$ cat src/hw/rtl/kfb_pkg.sv
package kfb_pkg;

    // Operation codes of an input word.
    typedef enum logic {
        OP_START = 1'b0,
        OP_DATA  = 1'b1
    } op_t;

    // Default largest payload of one frame.
    localparam int MAX_PAYLOAD_DEFAULT = 21;

    // Result queue depth: one word waiting plus the three words of a start.
    localparam int QUEUE_DEPTH = 4;
    localparam int QUEUE_IDX_W = $clog2(QUEUE_DEPTH);
    localparam int QUEUE_CNT_W = $clog2(QUEUE_DEPTH + 1);

    // ASCII key codes and their bus codes.
    localparam logic [7:0] KEY_DIGIT_LO = 8'h30;
    localparam logic [7:0] KEY_DIGIT_HI = 8'h39;
    localparam logic [7:0] KEY_POUND    = 8'h23;
    localparam logic [7:0] KEY_STAR     = 8'h2A;
    localparam logic [7:0] KEY_F        = 8'h46;
    localparam logic [7:0] KEY_M        = 8'h4D;
    localparam logic [7:0] KEY_P        = 8'h50;
    localparam logic [7:0] KEY_G        = 8'h47;
    localparam logic [7:0] KEY_A        = 8'h41;
    localparam logic [7:0] KEY_D        = 8'h44;
    localparam logic [7:0] KEY_A_OFFSET = 8'h25;
    localparam logic [7:0] CODE_STAR    = 8'h0A;
    localparam logic [7:0] CODE_POUND   = 8'h0B;
    localparam logic [7:0] CODE_F       = 8'h0C;
    localparam logic [7:0] CODE_M       = 8'h0D;
    localparam logic [7:0] CODE_P       = 8'h0E;
    localparam logic [7:0] CODE_G       = 8'h0F;

    // One input word.
    typedef struct packed {
        logic       operation;
        logic [7:0] sequence_req;
        logic [4:0] payload_size;
        logic       translate;
        logic [7:0] data_byte;
    } in_word_t;

    // One result word.
    typedef struct packed {
        logic [7:0] out_byte;
        logic       frame_end;
    } out_word_t;

    // Maps an ASCII key code to its bus code; unknown keys become zero.
    function automatic logic [7:0] map_key(input logic [7:0] b);
        logic [7:0] r;
        r = 8'h00;
        if (b >= KEY_DIGIT_LO && b <= KEY_DIGIT_HI) r = b - KEY_DIGIT_LO;
        else if (b == KEY_POUND) r = CODE_POUND;
        else if (b == KEY_STAR)  r = CODE_STAR;
        else if (b == KEY_F)     r = CODE_F;
        else if (b == KEY_M)     r = CODE_M;
        else if (b == KEY_P)     r = CODE_P;
        else if (b == KEY_G)     r = CODE_G;
        else if (b >= KEY_A && b <= KEY_D) r = b - KEY_A_OFFSET;
        return r;
    endfunction

endpackage

$ cat src/hw/rtl/keypad_frame_builder_unit.sv
// Channel | Signals                          | Word type
// --------+----------------------------------+------------------------
// source  | src_valid, src_ready, src_word   | kfb_pkg::in_word_t
// result  | dst_valid, dst_ready, dst_word   | kfb_pkg::out_word_t
//
// A payload word's result is registered into the result queue and leaves
// its head once the words ahead are gone. With the result side ready it takes
// one payload word per cycle, save after a frame's last. A start pushes two or
// three words into the four-entry queue, so the source waits while they drain.
// Source ready is high while at most one result word is queued.
// Reset clears the frame state and empties the queue.
module keypad_frame_builder_unit #(
    parameter int MAX_PAYLOAD = kfb_pkg::MAX_PAYLOAD_DEFAULT
) (
    input  logic               clk,
    input  logic               rst_n,
    input  logic               src_valid,
    output logic               src_ready,
    input  kfb_pkg::in_word_t  src_word,
    output logic               dst_valid,
    input  logic               dst_ready,
    output kfb_pkg::out_word_t dst_word
);

    localparam int DEPTH = kfb_pkg::QUEUE_DEPTH;
    localparam int CW    = kfb_pkg::QUEUE_CNT_W;

    logic       in_frame_reg, in_frame_next;
    logic [4:0] bytes_left_reg, bytes_left_next;
    logic [7:0] running_sum_reg, running_sum_next;
    logic       translate_reg, translate_next;

    kfb_pkg::out_word_t queue_reg [DEPTH];
    kfb_pkg::out_word_t queue_next [DEPTH];
    logic [CW-1:0]      count_reg, count_next;

    kfb_pkg::out_word_t push_word [3];
    logic [1:0]         push_cnt;
    logic               accept;
    logic               pop;
    logic [4:0]         size_clamped;
    logic [7:0]         len_byte;
    logic [7:0]         pay_byte;
    logic [7:0]         sum_start;
    logic [7:0]         sum_data;
    logic [4:0]         left_dec;

    // Handshakes.
    assign src_ready = (count_reg <= CW'(1));
    assign accept    = src_valid && src_ready;
    assign dst_valid = (count_reg != '0);
    assign pop       = dst_valid && dst_ready;
    assign dst_word  = queue_reg[0];

    // Header, payload and checksum bytes.
    always_comb
    begin
        size_clamped = src_word.payload_size;
        if (int'(src_word.payload_size) > MAX_PAYLOAD)
        begin
            size_clamped = 5'(MAX_PAYLOAD);
        end
        len_byte  = {3'b000, size_clamped} + 8'd1;
        sum_start = src_word.sequence_req + len_byte;
        pay_byte  = translate_reg ? kfb_pkg::map_key(src_word.data_byte)
                                  : src_word.data_byte;
        sum_data  = running_sum_reg + pay_byte;
        left_dec  = bytes_left_reg - 5'd1;
    end

    // Frame state and the words pushed by the accepted input word.
    always_comb
    begin
        in_frame_next    = in_frame_reg;
        bytes_left_next  = bytes_left_reg;
        running_sum_next = running_sum_reg;
        translate_next   = translate_reg;
        push_cnt         = 2'd0;
        for (int i = 0; i < 3; i++)
        begin
            push_word[i] = '{out_byte: 8'h00, frame_end: 1'b0};
        end
        if (accept)
        begin
            if (src_word.operation == kfb_pkg::OP_START)
            begin
                translate_next   = src_word.translate;
                running_sum_next = sum_start;
                bytes_left_next  = size_clamped;
                in_frame_next    = (size_clamped != 5'd0);
                push_word[0]     = '{out_byte: src_word.sequence_req, frame_end: 1'b0};
                push_word[1]     = '{out_byte: len_byte, frame_end: 1'b0};
                push_word[2]     = '{out_byte: 8'h00 - sum_start, frame_end: 1'b1};
                push_cnt         = (size_clamped == 5'd0) ? 2'd3 : 2'd2;
            end
            else if (in_frame_reg && bytes_left_reg != 5'd0)
            begin
                running_sum_next = sum_data;
                bytes_left_next  = left_dec;
                in_frame_next    = (left_dec != 5'd0);
                push_word[0]     = '{out_byte: pay_byte, frame_end: 1'b0};
                push_word[1]     = '{out_byte: 8'h00 - sum_data, frame_end: 1'b1};
                push_cnt         = (left_dec == 5'd0) ? 2'd2 : 2'd1;
            end
        end
    end

    // Result queue: drop the head on a pop, append the pushed words behind.
    always_comb
    begin
        int keep;
        int src;
        int k;
        keep = int'(count_reg) - (pop ? 1 : 0);
        for (int i = 0; i < DEPTH; i++)
        begin
            src = i + (pop ? 1 : 0);
            k   = i - keep;
            queue_next[i] = queue_reg[i];
            if (i < keep)
            begin
                queue_next[i] = queue_reg[src[kfb_pkg::QUEUE_IDX_W-1:0]];
            end
            else if (k >= 0 && k < int'(push_cnt))
            begin
                queue_next[i] = push_word[k[1:0]];
            end
        end
        count_next = CW'(keep + int'(push_cnt));
    end

    // Control registers.
    always_ff @(posedge clk or negedge rst_n)
    begin
        if (!rst_n)
        begin
            in_frame_reg    <= 1'b0;
            bytes_left_reg  <= 5'd0;
            running_sum_reg <= 8'd0;
            translate_reg   <= 1'b0;
            count_reg       <= '0;
        end
        else
        begin
            in_frame_reg    <= in_frame_next;
            bytes_left_reg  <= bytes_left_next;
            running_sum_reg <= running_sum_next;
            translate_reg   <= translate_next;
            count_reg       <= count_next;
        end
    end

    // Queue payload registers.
    always_ff @(posedge clk)
    begin
        for (int i = 0; i < DEPTH; i++)
        begin
            queue_reg[i] <= queue_next[i];
        end
    end

    // The queue never holds more than its depth.
    assert property (@(posedge clk) disable iff (!rst_n) count_reg <= CW'(DEPTH))
        else $error("result queue overflow");

    // An open frame always has payload bytes left to take.
    assert property (@(posedge clk) disable iff (!rst_n)
        in_frame_reg == (bytes_left_reg != 5'd0))
        else $error("frame state and byte count disagree");

    // A start always leaves a word at the queue head.
    assert property (@(posedge clk) disable iff (!rst_n)
        accept && src_word.operation == kfb_pkg::OP_START |=> dst_valid)
        else $error("start produced no result word");

    // A payload word taken outside a frame pushes nothing; only a pop moves
    // the queue count.
    assert property (@(posedge clk) disable iff (!rst_n)
        accept && src_word.operation == kfb_pkg::OP_DATA && !in_frame_reg
        |=> count_reg == $past(count_reg) - CW'($past(pop)))
        else $error("payload outside a frame changed the queue");

endmodule

$ cat config.mk
export PLATFORM = sky130hd
export DESIGN_NAME = keypad_frame_builder_unit
export DESIGN_NICKNAME = d
export VERILOG_FILES = /design/src/hw/rtl/kfb_pkg.sv /design/src/hw/rtl/keypad_frame_builder_unit.sv
export SDC_FILE = /design/constraint.sdc
export NUM_CORES = 1
export LEC_CHECK = 0
export BUFFER_PORTS_ARGS = -buffer_cell sky130_fd_sc_hd__buf_4
export CAP_MARGIN = 0
export CELL_PAD_IN_SITES_DETAIL_PLACEMENT = 1
export CELL_PAD_IN_SITES_GLOBAL_PLACEMENT = 1
export CORE_ASPECT_RATIO = 1.4
export CORE_MARGIN = 10
export CORE_UTILIZATION = 35
export DETAILED_ROUTE_END_ITERATION = 10
export PLACE_DENSITY_LB_ADDON = 0.12
export SYNTH_ARGS = -nofsm -noshare
export SYNTH_HDL_FRONTEND = slang
export SYNTH_SLANG_ARGS = --single-unit
export TNS_END_PERCENT = 5
$ cat constraint.sdc
create_clock -name clk -period 3.85 [get_ports clk]
set_input_delay 0.5775 -clock clk [delete_from_list [all_inputs] [get_ports clk]]
set_output_delay 0.5775 -clock clk [all_outputs]
set_load 0.1 [all_outputs]
==> impl_results.md, run 1 <==
- Outcome: finished, violations left
- Violated checks: setup timing
- Launching element type of the critical path: input pin
- Area used by sequential logic in the layout: 1530 µm²
- Vias/cell: 5.86
- Number of warnings issued by yosys: 0
- Wire length of the first global-routing pass: 35.1 mm
- Number of instances in the synthesized netlist: 681
- Starting Density: 0.356
- Summed instance area of the synthesized netlist: 5530 µm²
- Yosys top cell area share: 0.195
- Number of top-level design ports: 38
- # diodes: 0
- # clock sinks: 54
- Largest cells by area after synthesis: sky130_fd_sc_hd__edfxtp_1 20%, sky130_fd_sc_hd__ha_1 9.7%, sky130_fd_sc_hd__dfrtp_1 8.1%
- Iteration count of the initial detailed-routing pass: 5
- Remaining Overflow, GRT: 0
- Number of hold-repair buffers added at the cts stage: 0
- CTS clk-pin slew, worst paths: 80 ps
- Leakage: 3.07 nW
- Min cycle time layout: 3930 ps
- Max Cap Viol: 0
- Transition time at the pin with the least slew margin: 848 ps
- Arrival time worst endpoint: 3960 ps
- Net count reported at finish: 890
- Filler cell count in the final layout: 1847
- Post-placement worst setup slack: -619 ps
- Clock latency of the later-clocked register in the worst-skew pair: 300 ps
- Portion of the post-synthesis area used by sequential elements: 0.277
- Hold WC Path Type: input pin to async pin
- Worst endpoint required time: 3880 ps
- Ratio of cells with drive above 1 in the final layout: 0.317
- Antenna violations before repair: 0
- Standard-cell rows: 54
- Vias in the first global route: 6518
- Overall via count from detail_route: 5936
- Max-slew violation total from the final report: 0
- Setup slack of the worst register-to-register path: 400 ps
- Max-Slew Margin vs Limit: 0.433
- Top achievable clock speed: 255 MHz
- Final period util: 1.02
- Setup repair after global routing missed its margin: true
- Maximum number of pins on one net before global-route repair: 31
- Synthesized netlist net count: 755
- Final worst setup slack: -76.3 ps
- Antenna Nets Post-Route: 0
- Multi-input gate area in the final layout: 4310 µm²
- Post-synthesis register bit count: 54
- CTS root buf: sky130_fd_sc_hd__clkbuf_16
- Crit Path Max Fanout: 5
- Overall track demand over capacity in global routing: 0.203
- Die W: 126 µm
- Buffers on Ports: 37
- Most frequent cell after synthesis: sky130_fd_sc_hd__nand2_1
- Highest-delay cell along the critical path: sky130_fd_sc_hd__fa_2
- Series of cell instances along the critical path: buf_6, buf_4, ha_1, nand2b_1, buf_4, nor2_1, o21bai_2, a21oi_4, ha_4, inv_2, fa_2, xor2_2, nand3_1, o21bai_4, nor4b_4, xor2_2, a2111oi_4, a221oi_2
- Standard cell core area: 15500 µm²
- Count of final setup violators: 3
- Maximum buffer depth of the clock tree: 2
- Max VDD drop: 0.626 mV
- Number of buffers created by CTS: 5
- Path type of the worst setup path: input pin to flip-flop
- Ys flop type: sky130_fd_sc_hd__edfxtp_1
- Number of instances in the placed design: 993
- Total half-perimeter wirelength after legalization and detailed placement: 17.7 mm
- Final weighted congestion in routability-driven placement: 0.905
- Kind of capture point of the worst setup path: flip-flop
- WL/cell: 22.0 µm
- Starting DRC count in detailed routing: 390
- Clock tree from TritonCTS: built
- Library cell with the largest summed area after synthesis: sky130_fd_sc_hd__edfxtp_1
- Layout Area Growth over Synthesis: 37.6%
- CP Launch Point: src_word[0]
- CP peak stage delay: 400 ps
- Async S/R FF share, synth: 0.333
- Origin of the critical flop-to-flop path: count_reg[2]$_DFF_PN0_
- Count of final hold-check violations: 0
- DIE HEIGHT: 169 µm
- Number of enable-type register cells in the synthesized netlist: 36
- Worst clock skew on the final layout: 8.66 ps
- Final Instance Count excl. Fillers: 1013
- Flip-flop count of the largest register after layout: 36
- Drc violations: 0
- Post-synthesis average cell area: 8.12 µm²
- Total wirelength of the detailed-routed design: 22.3 mm
- Ratio of total power to cell area: 973 nW/µm²
- Top post-synthesis cells by count: 91 x sky130_fd_sc_hd__nand2_1, 69 x sky130_fd_sc_hd__nor2_1, 50 x sky130_fd_sc_hd__o21ai_0
- Die Outline Area: 21300 µm²
- Max H-tree Level: 2
- Unique masters post-synth: 85
[per-layer routing]
metal,track usage,part of all wire,routed length (µm)
met2,0.390,0.55,12300
met5,0,0,0
met3,0.0247,0.031,695
met1,0.211,0.39,8610
met4,0.0933,0.033,737
[kinds of logic after synthesis]
logic type | Yosys count | synth area share
AO/OA/AOI/OAI | 212 | 0.262
XOR/XNOR | 22 | 0.0387
adder cells (fa/ha/maj) | 47 | 0.112
buffers and inverters | 68 | 0.0550
flip-flops | 54 | 0.277
multiplexers | 12 | 0.0224
other | 1 | 0.000678
AND/OR/NAND/NOR | 265 | 0.233
[final cells by class]
class | instances | area share
well taps | 196 | 0.0322
inverters | 42 | 0.0225
clock inverters | 3 | 0.00526
flip-flops and latches | 54 | 0.201
repair buffers | 154 | 0.156
multi-input cells | 559 | 0.566
clock buffers | 5 | 0.0164
[metrics by stage]
| stage | power, mW | util | setup TNS, ps | hold WS, ps | cell area [µm²] |
|---|---|---|---|---|---|
| floorplan | 4.74 | - | -6.74 | 282 | 5830 |
| global placement | 6.26 | 0.448 | -6580 | 466 | 6960 |
| detailed placement | 6.42 | 0.448 | -10460 | 478 | 6960 |
| CTS | 7.26 | 0.473 | -383 | 147 | 7350 |
| global route | 7.91 | 0.490 | -1660 | 154 | 7610 |
| finish | 7.40 | 0.490 | -223 | 138 | 7610 |
[power breakdown]
group          total (mW)  switching, mW  internal [mW]
clock               0.543          0.238          0.305
combinational        5.53           3.40           2.14
sequential           1.33          0.210           1.12
total                7.40           3.84           3.56
[path summary, 6_finish.rpt]
kind | end | cells after the start
max in group asynchronous | count_reg[2]$_DFF_PN0_ | 1
worst max register to register | queue_reg[1][3]$_DFFE_PP_ | 14
worst min-delay path | count_reg[0]$_DFF_PN0_ | 1
worst max-delay path | queue_reg[3][8]$_DFFE_PP_ | 18
min in group clk | translate_reg$_DFFE_PN0P_ | 3
worst min register to register | running_sum_reg[7]$_DFFE_PN0P_ | 2
[critical path, delay by kind of cell]
family / cells / cell delay (ps)
AOI/OAI and AO/OA: 5 / 950
adders and majority gates: 3 / 810
xor gates and xnor gates: 2 / 410
buffers and inverters: 4 / 450
and+or+nand+nor: 4 / 760
[repair_timing]
item	4_1_cts	5_1_grt
setup endpoints to repair	18	21
resized for setup	35	47
pin swaps	11	31
hold endpoints to repair	0	0
buffers inserted	6	8
[cells in the final DEF (no fill, tap or decap), types with 6 or more instances in the layout]
master	n
sky130_fd_sc_hd__buf_4	147
sky130_fd_sc_hd__nand2_1	89
sky130_fd_sc_hd__nor2_1	64
sky130_fd_sc_hd__o21ai_0	39
sky130_fd_sc_hd__edfxtp_1	36
sky130_fd_sc_hd__inv_1	35
sky130_fd_sc_hd__a21oi_1	35
sky130_fd_sc_hd__ha_1	28
sky130_fd_sc_hd__a31oi_1	17
sky130_fd_sc_hd__dfrtp_1	17
sky130_fd_sc_hd__nand3_1	14
sky130_fd_sc_hd__ha_4	14
sky130_fd_sc_hd__nor3_1	13
sky130_fd_sc_hd__nand2b_1	10
sky130_fd_sc_hd__o21ai_1	10
sky130_fd_sc_hd__and2_1	9
sky130_fd_sc_hd__nor2b_1	9
sky130_fd_sc_hd__mux2i_1	9
sky130_fd_sc_hd__xnor2_1	8
sky130_fd_sc_hd__a221oi_1	8
sky130_fd_sc_hd__xor2_1	7
sky130_fd_sc_hd__o21a_1	7
sky130_fd_sc_hd__a211oi_1	7
sky130_fd_sc_hd__nand4_1	6
sky130_fd_sc_hd__a32oi_1	6
sky130_fd_sc_hd__o22ai_1	6
(Power assumes the default switching activity.)
==> inputs of run 2 (changes only) <==
Settings changed: BUFFER_PORTS_ARGS -buffer_cell sky130_fd_sc_hd__buf_4 to -buffer_cell sky130_fd_sc_hd__buf_2, CTS_BUF_LIST set to sky130_fd_sc_hd__clkbuf_2 sky130_fd_sc_hd__clkbuf_4 sky130_fd_sc_hd__clkbuf_8.
==> impl_results.md, run 2 (synthesis gave the netlist of run 1 again) <==
- Most frequent cells in the layout: 124 x sky130_fd_sc_hd__buf_4, 89 x sky130_fd_sc_hd__nand2_1, 64 x sky130_fd_sc_hd__nor2_1, 43 x sky130_fd_sc_hd__o21ai_0
- Layout Area Growth over Synthesis: 34.8%
- # diodes: 0
- Most common library cell in the layout ignoring fill and taps: sky130_fd_sc_hd__buf_4
- CTS clk-pin slew, worst paths: 110 ps
- Die W: 126 µm
- Standard cell core area: 15500 µm²
- Cell repeated most along the worst path: sky130_fd_sc_hd__buf_4
- Net count reported at finish: 897
- Total wirelength of the detailed-routed design: 22.0 mm
- Final weighted congestion in routability-driven placement: 0.939
- Maximum number of pins on one net before global-route repair: 31
- Hold WC Path Type: input pin to async pin
- Iteration count of the initial detailed-routing pass: 5
- Starting Density: 0.356
- Antenna Nets Post-Route: 0
- Post-layout power: 7.22 mW
- Top achievable clock speed: 254 MHz
- Total half-perimeter wirelength after legalization and detailed placement: 17.6 mm
- Max-slew violation total from the final report: 0
- Final period util: 1.02
- Violated checks: setup timing
- Final worst setup slack: -86.9 ps
- Switching portion of total power: 0.527
- Highest-delay cell along the critical path: sky130_fd_sc_hd__or4b_4
- Overall via count from detail_route: 5957
- Launching element type of the critical path: input pin
- Starting DRC count in detailed routing: 297
- Flip-flop count of the largest register after layout: 36
- Max VDD drop: 0.540 mV
- Crit Path Max Fanout: 4
- Depth of the worst register-to-register path: 12
- Clock latency of the later-clocked register in the worst-skew pair: 330 ps
- Vias/cell: 5.84
- Ratio of cells with drive above 1 in the final layout: 0.318
- Setup slack of the worst register-to-register path: 150 ps
- Setup repair after global routing missed its margin: true
- DIE HEIGHT: 169 µm
- Final Instance Count excl. Fillers: 1020
- Internal power: 3.41 mW
- Antenna violations before repair: 0
- Die Outline Area: 21300 µm²
- Wire length of the first global-routing pass: 34.3 mm
- Portion of total power attributed to combinational logic: 0.750
- Clock tree from TritonCTS: built
- Remaining Overflow, GRT: 0
- Kind of capture point of the worst setup path: flip-flop
- Min cycle time layout: 3940 ps
- Count of final hold-check violations: 0
- Count of final setup violators: 6
- Drc violations: 0
- Worst hold slack across all endpoints: 179 ps
- Filler cell count in the final layout: 1894
- Buffers on Ports: 37
- Standard-cell rows: 54
- Max-Slew Margin vs Limit: 0.337
- Number of buffers created by CTS: 5
- Max H-tree Level: 2
- Worst endpoint required time: 3940 ps
- Leakage: 3.03 nW
- CTS root buf: sky130_fd_sc_hd__clkbuf_8
- Transition time at the pin with the least slew margin: 991 ps
- Arrival time worst endpoint: 4030 ps
- Switching Power: 3.81 mW
- Worst clock skew on the final layout: 13.1 ps
- Overall track demand over capacity in global routing: 0.199
- WL/cell: 21.6 µm
- Maximum buffer depth of the clock tree: 2
- Clock network power share: 0.067
- Vias in the first global route: 6331
- CP peak stage delay: 480 ps
- Ratio of total power to cell area: 968 nW/µm²
- Number of instances in the placed design: 998
- Flop pwr share: 0.183
- Max Cap Viol: 0
- Series of cell instances along the critical path: buf_4, inv_6, ha_4, or4b_4, a21oi_2, nor3_2, o2bb2ai_2, ha_2, buf_4, or2_1, o21a_1, o311a_2, buf_4, xor2_2, a22o_1, a221o_1
- Number of top-level design ports: 38
- Path type of the worst setup path: input pin to flip-flop
- # clock sinks: 54
- Outcome: finished, violations left
==> run 2: changes by cell type in the layout (fill, tap and decap cells not counted), moves of 2 or more <==
| cell | before | now |
|---|---|---|
| sky130_fd_sc_hd__a221oi_2 | 3 | 5 |
| sky130_fd_sc_hd__a221oi_1 | 8 | 6 |
| sky130_fd_sc_hd__ha_2 | 1 | 3 |
| sky130_fd_sc_hd__buf_2 | 0 | 33 |
| sky130_fd_sc_hd__buf_4 | 147 | 124 |
| sky130_fd_sc_hd__nor3_4 | 3 | 1 |
| sky130_fd_sc_hd__buf_6 | 5 | 1 |
| sky130_fd_sc_hd__o21ai_0 | 39 | 43 |
| sky130_fd_sc_hd__inv_6 | 0 | 2 |
| sky130_fd_sc_hd__clkbuf_16 | 5 | 0 |
| sky130_fd_sc_hd__a211oi_2 | 4 | 2 |
| sky130_fd_sc_hd__clkbuf_8 | 0 | 5 |
| sky130_fd_sc_hd__a21oi_4 | 3 | 1 |
| sky130_fd_sc_hd__o21ai_1 | 10 | 5 |
==> run 2: final timing paths <==
kind | startpoint | endpoint
max | src_word[4] | queue_reg[1][7]$_DFFE_PP_
min | rst_n | count_reg[2]$_DFF_PN0_
max in group asynchronous | rst_n | count_reg[2]$_DFF_PN0_
min in group clk | src_word[8] | translate_reg$_DFFE_PN0P_
max reg2reg | translate_reg$_DFFE_PN0P_ | queue_reg[1][7]$_DFFE_PP_
min reg2reg | running_sum_reg[2]$_DFFE_PN0P_ | running_sum_reg[2]$_DFFE_PN0P_
==> run 2: final cells by class <==
cell class | count | area [µm²] | area share
inverters | 42 | 171 | 0.0230
well taps | 196 | 245 | 0.0329
clock inverters | 3 | 63.8 | 0.00856
clock buffers | 5 | 68.8 | 0.00923
flip-flops and latches | 54 | 1530 | 0.206
multi-input cells | 559 | 4230 | 0.567
repair buffers | 161 | 1140 | 0.153
==> run 2: layer usage <==
metal  share of wire  vias up  global-route usage  routed length, µm
met3           0.031       61              0.0203                675
met5               0        -                   0                  0
met2            0.53      156               0.372              11700
met1            0.39     2948               0.214               8490
met4           0.050        0               0.102               1090
li1                -     2792                   -                  -
==> run 2: through the flow <==
| step | area [µm²] | setup slack, ps | TNS [ps] | util |
|---|---|---|---|---|
| 2_1_floorplan | 5830 | -3.54 | -6.74 | - |
| 3_3_place_gp | 6900 | -576 | -8960 | 0.444 |
| 3_5_place_dp | 6900 | -733 | -13210 | 0.444 |
| 4_1_cts | 7190 | -71.4 | -299 | 0.463 |
| 5_1_grt | 7460 | -225 | -2430 | 0.480 |
| 6_report | 7460 | -86.9 | -384 | 0.480 |
==> run 2: worst max-delay path: cells and delay by family <==
kind / cells / cell delay, ps
buffers and inverters: 4 / 540
adders and majority gates: 2 / 380
and+or+nand+nor: 3 / 810
AOI/OAI and AO/OA: 6 / 1530
xor gates and xnor gates: 1 / 190
==> run 2: timing repair <==
action | 4_1_cts | 5_1_grt
gates resized for setup | 22 | 47
pin swaps | 12 | 21
hold buffers | 0 | 0
setup buffers | 7 | 8
setup endpoints to repair | 21 | 24
==> run 2: power groups by stage <==
stage / combinational [mW] / sequential [mW] / clock [mW]
after floorplan: 3.12 / 1.62 / 0
after global placement: 4.87 / 1.31 / 0
after detailed placement: 5.02 / 1.33 / 0
after CTS: 5.22 / 1.32 / 0.490
after global routing: 5.85 / 1.36 / 0.514
final: 5.41 / 1.32 / 0.484
